[config.mk]
export PLATFORM = sky130hd
export DESIGN_NAME = bbp_mul_cell
export DESIGN_NICKNAME = d
export VERILOG_FILES = /design/src/hdl/binomial_bermudan_call_pricer_unit_defines.svh /design/src/hdl/bbp_mul_cell.sv
export SDC_FILE = /design/constraint.sdc
export NUM_CORES = 2
export LEC_CHECK = 0
export ABC_AREA = 1
export BUFFER_PORTS_ARGS = -buffer_cell sky130_fd_sc_hd__buf_2
export CAP_MARGIN = 15
export CELL_PAD_IN_SITES_DETAIL_PLACEMENT = 2
export CELL_PAD_IN_SITES_GLOBAL_PLACEMENT = 2
export CORE_AREA = 3 3 330 332
export DETAILED_ROUTE_END_ITERATION = 8
export DIE_AREA = 0 0 333 335
export PLACE_DENSITY_LB_ADDON = 0.1
export SKIP_CTS_REPAIR_TIMING = 1
export SLEW_MARGIN = 20
export SYNTH_ARGS = -nofsm -noshare
export SYNTH_HDL_FRONTEND = slang
export SYNTH_SLANG_ARGS = --single-unit
[constraint.sdc]
create_clock -name clk -period 6.26 [get_ports clk]
set_clock_uncertainty 0.2 [all_clocks]
set_input_delay 0.626 -clock clk [delete_from_list [all_inputs] [get_ports clk]]
set_output_delay 0.626 -clock clk [all_outputs]
set_load 0.01 [all_outputs]
[src/hdl/binomial_bermudan_call_pricer_unit_defines.svh]
// ----------------------------------------------------------------------------
// Assertion macros for the binomial Bermudan call pricer
// Concurrent assertion wrappers, compiled out when ASSERT_OFF is defined.
// ----------------------------------------------------------------------------
`ifndef BINOMIAL_BERMUDAN_CALL_PRICER_UNIT_DEFINES_SVH
`define BINOMIAL_BERMUDAN_CALL_PRICER_UNIT_DEFINES_SVH
`ifndef ASSERT_OFF
// same-cycle implication
`define BBP_ASSERT_IMPL(lbl, clk, rst_n, ante, cons, msg) \
	lbl: assert property (@(posedge clk) disable iff (!(rst_n)) (ante) |-> (cons)) \
		else $error(msg);
// next-cycle implication
`define BBP_ASSERT_NEXT(lbl, clk, rst_n, ante, cons, msg) \
	lbl: assert property (@(posedge clk) disable iff (!(rst_n)) (ante) |=> (cons)) \
		else $error(msg);
`else
`define BBP_ASSERT_IMPL(lbl, clk, rst_n, ante, cons, msg)
`define BBP_ASSERT_NEXT(lbl, clk, rst_n, ante, cons, msg)
`endif
`endif

[src/hdl/bbp_mul_cell.sv]
// ----------------------------------------------------------------------------
// bbp_mul_cell
// One registered 32x32 multiply cell of the node-update chain.
// ----------------------------------------------------------------------------
module bbp_mul_cell (
	input  logic        clk,
	input  logic        en,
	input  logic [31:0] a,
	input  logic [31:0] b,
	output logic [63:0] prod
);

	logic [63:0] prod_q;

	// product register, payload only
	always_ff @(posedge clk) begin
		if (en) begin
			prod_q <= {32'd0, a} * {32'd0, b};
		end
	end

	assign prod = prod_q;

endmodule

==> run summary <==
Setup Viol. Count Final -> 54
Routed length per instance -> 23.9 um
Antenna Nets Post-Route -> 0
Final Max Slew Viols -> 0
Critical path required time -> 6.18 ns
Largest cells by area after synthesis -> fa_1 47%, inv_1 17%, nand2_1 15%
Drt total wl -> 165000 um
Core ar. -> 107000 um2
WHS Endpoint -> prod[45]$_DFFE_PP_
Crit-path leading delay family -> adder cells
Crit Path Category -> in -> reg
Initial antenna violation count -> 3
Final worst path period share -> 115%
Post-synth EDFFs -> 64
Mapped Avg Cell Area -> 7.57 um2
DRT Pass-1 Iters -> 5
Buf+Inv Stages, Crit Path -> 9
Area growth from synthesis to layout -> 29.4%
Fin worst setup slack -> -0.949 ns
DR iter-0 viols -> 1466
Post-synth ARST share -> 0%
TritonCTS Buffers -> 9
Most used DFF post-synth -> edfxtp_1
Nets -> 6740
Worst Setup Start Kind -> input pin
Fin util -> 46.2%
Total grt overflow -> 0
Final worst path period need -> 7.21 ns
H-tree Lvls -> 3
Hold crit path type -> in -> reg
Clock Pin Slew Worst Setup and Hold Paths -> 0.06 ns
Fin. Hold Viols -> 0
CP max stage cell -> fa_1
Yosys warns -> 0
Crit path top cell by count -> fa_1
Synthesized flop and latch total -> 64
Post-place setup slack -> -1.32 ns
Worst-path fanout max -> 5
Final instance area -> 49200 um2
Setup crit end kind -> flop
Row count -> 120
Hold Crit Depth -> 2
Fillcell total -> 11800
First-pass GRT wire length -> 216000 um
Initial core utilization -> 35.7%
F_max -> 139 MHz
Clk sinks -> 64
Die Width -> 333 um
Die Span Y -> 335 um
Most common cell after layout, fill and taps aside -> inv_1
CTS max path bufs -> 2
Outcome -> finished with violations
# IOs -> 130
Arrival time worst endpoint -> 7.13 ns
Worst hold start -> en
Top cell type's share of synthesized area -> 47.2%
Dpl cell area -> 44300 um2
Failing checks -> negative setup slack
Port Buffers -> 129
GRT Util Overall -> 25.1%
RSZ-0062 raised after global routing -> yes
Routed via count -> 33400
Die ar. -> 112000 um2
Yosys cell types -> 23
Residual DRC -> 0
Mapped Cells -> 5023
Root Driver -> clkbuf_16
Max FFs per register -> 64
Via density -> 4.82
Area leader, netlist -> fa_1
Synthesized cell area -> 38000 um2
Relative slew slack -> 31.0%
Vias in the first global route -> 37400
TritonCTS clock tree -> built
Largest net degree at the start of global routing -> 65
Sequential fraction of the synthesis area -> 5.05%
Worst path max stage delay -> 0.68 ns
Dpl hpwl -> 124000 um
Commonest non-fill, non-tap cells in the layout -> 1584 x inv_1, 1313 x nand2_1, 771 x fa_1
Setup TNS -> -33.77 ns
Synthesized Nets -> 6248
Slew @ Worst Pin -> 1.04 ns
Max Cap Viol -> 0
GPL Wtd Cong -> 0.835
Share of layout cells above drive strength 1 -> 26.1%
Yosys cell counts, drive strengths merged (16+ instances only):
cell type and number:
nor3 18, nor2 101, xor2 33, fa 896, edfxtp 64, nand4 16, nand2 1581, nand3 65
clkbuf 192, a21oi 43, inv 1735, ha 263
how the worst max path moves through the flow:
stage	startpoint	endpoint	slack, ns	cells after the start
after CTS	b[11]	prod[61]$_DFFE_PP_	-0.92	24
after global placement	b[20]	prod[60]$_DFFE_PP_	-1.23	25
final	a[22]	prod[51]$_DFFE_PP_	-0.95	26
after floorplan	a[5]	prod[51]$_DFFE_PP_	-0.21	25
after detailed placement	a[14]	prod[61]$_DFFE_PP_	-1.32	25
after global routing	a[22]	prod[51]$_DFFE_PP_	-1.07	26
routing by layer:
layer / track usage, % / share of wire [%]
met2: 44.4 / 51
met3: 1.79 / 3.2
met5: 0 / 0.014
met4: 3.47 / 3.3
met1: 34.6 / 42
layout make-up:
cell class / instances / area, um2 / share of cell area (%)
well taps: 1403 / 1760 / 3.57
clock buffers: 9 / 225 / 0.458
diodes: 1 / 2.50 / 0.00508
inverters: 1735 / 6540 / 13.3
multi-input cells: 3032 / 32000 / 65.0
repair buffers: 673 / 6740 / 13.7
flip-flops and latches: 64 / 1920 / 3.90
clock inverters: 6 / 51.3 / 0.104
per-stage QoR:
stage	hold WS [ns]	instances
final	0.861	6923
after global routing	0.905	6922
after CTS	0.857	6815
after detailed placement	0.842	6800
after global placement	0.841	6800
after floorplan	0.538	5023
cell families after synthesis:
logic type | count (synthesis) | share of synthesized area, %
flip-flops | 64 | 5.05
XOR/XNOR | 35 | 0.806
buffers and inverters | 1927 | 19.0
adder cells (fa/ha/maj) | 1159 | 55.8
AND/OR/NAND/NOR | 1781 | 18.5
AO/OA/AOI/OAI | 57 | 0.839
Power is not shown: default switching activity piles up to over one toggle a cycle in this logic, so the estimate is an artifact.
