==> config.mk <==
export PLATFORM = sky130hd
export DESIGN_NAME = bbp_div
export DESIGN_NICKNAME = d
export VERILOG_FILES = /design/src/hdl/binomial_bermudan_call_pricer_unit_defines.svh /design/src/hdl/bbp_div.sv
export SDC_FILE = /design/constraint.sdc
export NUM_CORES = 1
export LEC_CHECK = 0
export BUFFER_PORTS_ARGS = -buffer_cell sky130_fd_sc_hd__buf_2
export CAP_MARGIN = 20
export CORE_ASPECT_RATIO = 1.1
export CORE_MARGIN = 2
export CORE_UTILIZATION = 60
export CTS_BUF_LIST = sky130_fd_sc_hd__clkbuf_2 sky130_fd_sc_hd__clkbuf_4 sky130_fd_sc_hd__clkbuf_8
export CTS_CLUSTER_DIAMETER = 50
export DETAILED_ROUTE_END_ITERATION = 10
export PLACE_DENSITY = 0.95
export REMOVE_ABC_BUFFERS = 1
export SYNTH_ARGS = -nofsm -noshare
export SYNTH_HDL_FRONTEND = slang
export SYNTH_SLANG_ARGS = --single-unit
==> constraint.sdc <==
create_clock -name clk -period 3.8 [get_ports clk]
set_clock_uncertainty 0.2 [all_clocks]
set_input_delay 0.76 -clock clk [delete_from_list [all_inputs] [get_ports clk]]
set_output_delay 0.76 -clock clk [all_outputs]
set_load 0.005 [all_outputs]
==> src/hdl/binomial_bermudan_call_pricer_unit_defines.svh <==
// ----------------------------------------------------------------------------
// Assertion macros for the binomial Bermudan call pricer
// Concurrent assertion wrappers, compiled out when ASSERT_OFF is defined.
// ----------------------------------------------------------------------------
`ifndef BINOMIAL_BERMUDAN_CALL_PRICER_UNIT_DEFINES_SVH
`define BINOMIAL_BERMUDAN_CALL_PRICER_UNIT_DEFINES_SVH
`ifndef ASSERT_OFF
// same-cycle implication
`define BBP_ASSERT_IMPL(lbl, clk, rst_n, ante, cons, msg) \
	lbl: assert property (@(posedge clk) disable iff (!(rst_n)) (ante) |-> (cons)) \
		else $error(msg);
// next-cycle implication
`define BBP_ASSERT_NEXT(lbl, clk, rst_n, ante, cons, msg) \
	lbl: assert property (@(posedge clk) disable iff (!(rst_n)) (ante) |=> (cons)) \
		else $error(msg);
`else
`define BBP_ASSERT_IMPL(lbl, clk, rst_n, ante, cons, msg)
`define BBP_ASSERT_NEXT(lbl, clk, rst_n, ante, cons, msg)
`endif
`endif

==> src/hdl/bbp_div.sv <==
// ----------------------------------------------------------------------------
// bbp_div
// Restoring radix-2 divider, one quotient bit per cycle.
// ----------------------------------------------------------------------------
module bbp_div #(
	parameter int NUMW = 21,
	parameter int DENW = 10
) (
	input  logic            clk,
	input  logic            arst_n,
	input  logic            start,
	input  logic [NUMW-1:0] num,
	input  logic [DENW-1:0] den,
	output logic            busy,
	output logic            done,
	output logic [NUMW-1:0] quot
);

	localparam int CW = $clog2(NUMW + 1);

	logic [NUMW-1:0] num_q;
	logic [DENW-1:0] den_q;
	logic [DENW-1:0] rem_q;
	logic [CW-1:0]   cnt_q;
	logic            busy_q;
	logic            done_q;
	logic [DENW:0]   rem_sh;
	logic [DENW:0]   rem_sub;
	logic            ge;

	// trial subtract
	always_comb begin
		rem_sh  = {rem_q, num_q[NUMW-1]};
		ge      = rem_sh >= {1'b0, den_q};
		rem_sub = ge ? (rem_sh - {1'b0, den_q}) : rem_sh;
	end

	// control
	always_ff @(posedge clk or negedge arst_n) begin
		if (!arst_n) begin
			busy_q <= 1'b0;
			done_q <= 1'b0;
			cnt_q  <= '0;
		end else begin
			done_q <= 1'b0;
			if (start) begin
				busy_q <= 1'b1;
				cnt_q  <= CW'(NUMW);
			end else if (busy_q) begin
				cnt_q <= cnt_q - 1'b1;
				if (cnt_q == CW'(1)) begin
					busy_q <= 1'b0;
					done_q <= 1'b1;
				end
			end
		end
	end

	// quotient shifts in where the dividend shifts out
	always_ff @(posedge clk) begin
		if (start) begin
			num_q <= num;
			den_q <= den;
			rem_q <= '0;
		end else if (busy_q) begin
			num_q <= {num_q[NUMW-2:0], ge};
			rem_q <= rem_sub[DENW-1:0];
		end
	end

	assign busy = busy_q;
	assign done = done_q;
	assign quot = num_q;

endmodule

==> out/summary.txt <==
CP startpoint kind - register
Mapped Area - 0.00243 mm^2
Status - complete, no violations
Leakage - 1.25 nW
DP Wirelength - 3.36 mm
Worst-path clk slew - 0.08 ns
Crit path DAT - 2.74 ns
GPL Wtd Cong - 0.881
Slew Limit Headroom - 49.0%
Final WL - 4.73 mm
Synth Warn # - 0
Initial DRC count - 71
Hold_ws - 0.0707 ns
Slew Viols, Final - 0
Num CTS Buffers - 5
Height of the die - 70.8 um
RSZ-0062 raised after global routing - false
Synth top cells by count - edfxtp_1, mux2_2, nand2_1
Post-CTS Resized - 0
Maximum VDD drop - 379 uV
First-pass GRT wire length - 8.01 mm
Crit path required time - 3.81 ns
CTS Root Buffer Type - clkbuf_8
H-Tree Depth - 2
Core Box Area - 0.00393 mm^2
Synthesized flop and latch total - 48
Fin crit share - 71.8%
Port bufs - 56
N_diodes - 0
Number of global-route vias before repair - 1798
Largest net degree at the start of global routing - 32
Register area share after synthesis - 53.6%
CTS tree - yes
FP Rows - 24
Clock buffer depth - 2
R2r startpoint - den_q[6]
Nets@finish - 308
Worst Hold Class - primary input to async pin
Routed Antenna Nets - 0
Post-synth top area share - 38.2%
Post-Synthesis Cells - 204
Number of enable flip-flop cells after synthesis - 31
Asr flop ratio synth - 14.6%
Hold buffers post-CTS - 0
Worst-Skew Late Latency - 0.30 ns
Avg Inst Size Synth - 11.9 um^2
Most common cell in the netlist - edfxtp_1
Die area - 0.00458 mm^2
Actual slew at the worst max-slew pin - 0.764 ns
Total congestion overflow - 0
Min cycle time layout - 2.73 ns
Number of setup buffers added after CTS - 0
Main synth FF type - edfxtp_1
Area leader, netlist - edfxtp_1
Largest cells by area after synthesis - edfxtp_1, mux2_2, dfxtp_1, dfrtp_1, ha_1
Drt wl/cell - 15.1 um
Setup Viol. Count Final - 0
Vias per inst - 5.70
Crit path kind - register to register
Via count - 1789
Top Ports - 57
Layout cell share with drive strength beyond 1 - 35.1%
Residual DRC count - 0
Endpoint class of the critical path - register
Pre-antenna DRT Iters - 4
Critical Path Max Stage Delay - 0.55 ns
Register-to-Register Path Depth - 8
Antenna violations before repair - 0
Worst-path fanout max - 11
Reg2Reg Setup Slack - 1.07 ns
Worst R2R End - rem_q[4]
Slowest cell on crit path - or4_4
Netlist cell types - 42
Total Routing Usage GR - 22.8%
Final Hold Fails - 0
CP Cell Sequence - inv_1, ha_1, nand2_2, or4_4, o31a_1, and3_4, or3_1, a311oi_1
Starting Density - 61.9%
MaxCap Viol Count - 0
Die W - 64.7 um
Setup TNS Final - 0 ns
Clock sinks - 48
Peak Freq - 367 MHz
P per Cell Area - 568 mW/mm^2
Area growth from synthesis to layout - 17.4%
==> power by group <==
group	internal (W)	total, W	switching [W]
logic	0.000271	0.000590	0.000319
clock network	0.000138	0.000310	0.000172
registers	0.000657	0.000724	0.0000669
total	0.00107	0.00162	0.000557
==> layer usage <==
metal | part of all wire, % | up-vias | track usage (%)
met2 | 52 | 71 | 38.4
met1 | 39 | 847 | 27.5
met5 | 0 | - | 0
li1 | - | 864 | -
met4 | 1.5 | 0 | 9.69
met3 | 7.2 | 7 | 6.04
==> critical path, delay by kind of cell, from the launching register on <==
family	cells	cell delay, ns
buffers and inverters	1	0.04
flip-flops	1	0.33
AO/OA/AOI/OAI	2	0.40
adder cells (fa/ha/maj)	1	0.38
AND/OR/NAND/NOR	4	1.29
==> stage by stage <==
step / cells / power (W) / utilization [%] / worst slack, ns / area (um^2)
2_1_floorplan: 196 / 0.00115 / - / 1.21 / 2400
3_3_place_gp: 306 / 0.00129 / 70.3 / 1.17 / 2770
3_5_place_dp: 306 / 0.00131 / 70.3 / 1.12 / 2770
4_1_cts: 314 / 0.00163 / 72.6 / 1.08 / 2860
5_1_grt: 314 / 0.00174 / 72.6 / 0.933 / 2860
6_report: 314 / 0.00162 / 72.6 / 1.07 / 2860
==> cell type report <==
cell class                      instances  area, um^2
Fill cell                             251        1080
Inverter                               14        52.6
Multi-Input combinational cell        134        1050
Clock buffer                            6        76.3
Clock inverter                          2        16.3
Timing Repair Buffer                   58         295
Tap cell                               52        65.1
Sequential cell                        48        1310
==> state kept, by name (all words and copies together), names as in the netlist <==
| register | flops |
|---|---|
| quot | 21 |
| den_q | 10 |
| rem_q | 10 |
| cnt_q | 5 |
| busy | 1 |
| done | 1 |
==> worst max-delay path by stage <==
| stage | from | end | slack (ns) | cells after the start |
|---|---|---|---|---|
| 6_report | den_q[6] | rem_q[4] | 1.07 | 8 |
| 5_1_grt | quot[20] | rem_q[8] | 0.93 | 10 |
| 4_1_cts | den_q[6] | rem_q[4] | 1.08 | 8 |
| 3_5_place_dp | den_q[6] | rem_q[4] | 1.12 | 8 |
| 3_3_place_gp | quot[20] | rem_q[8] | 1.17 | 10 |
| 2_1_floorplan | quot[20] | rem_q[8] | 1.21 | 10 |
==> layout by cell type (no fill, tap or decap), types with 2 or more instances in the layout <==
cell,count
a211oi_1,4
o31a_1,2
clkbuf_8,5
dfrtp_1,7
nor2_1,12
xor2_1,5
nand3_1,4
nor2b_1,3
a21oi_1,3
edfxtp_1,31
nand2b_1,5
o21bai_1,2
ha_1,12
a21o_1,6
dfxtp_1,10
mux2_2,21
o22ai_1,2
buf_2,56
nand2_1,15
a31oi_1,2
inv_1,14
o21ai_0,3
or3_1,2
buf_4,2
a311oi_1,5
nor3_1,4
nor3b_1,2
xnor2_1,5
==> cell families (layout without fill, tap and decap cells) <==
logic type                 Yosys count  in the layout  share of synthesized area [%]
adders and majority gates           13             13                           6.99
muxes                               21             21                           9.71
DFF                                 48             48                           53.6
buffers and inverters               22             80                           3.39
xor gates and xnor gates            10             10                           3.60
and+or+nand+nor                     55             55                           11.9
AOI/OAI and AO/OA                   35             35                           10.7
Note: power is estimated with default switching activity, not from simulation.
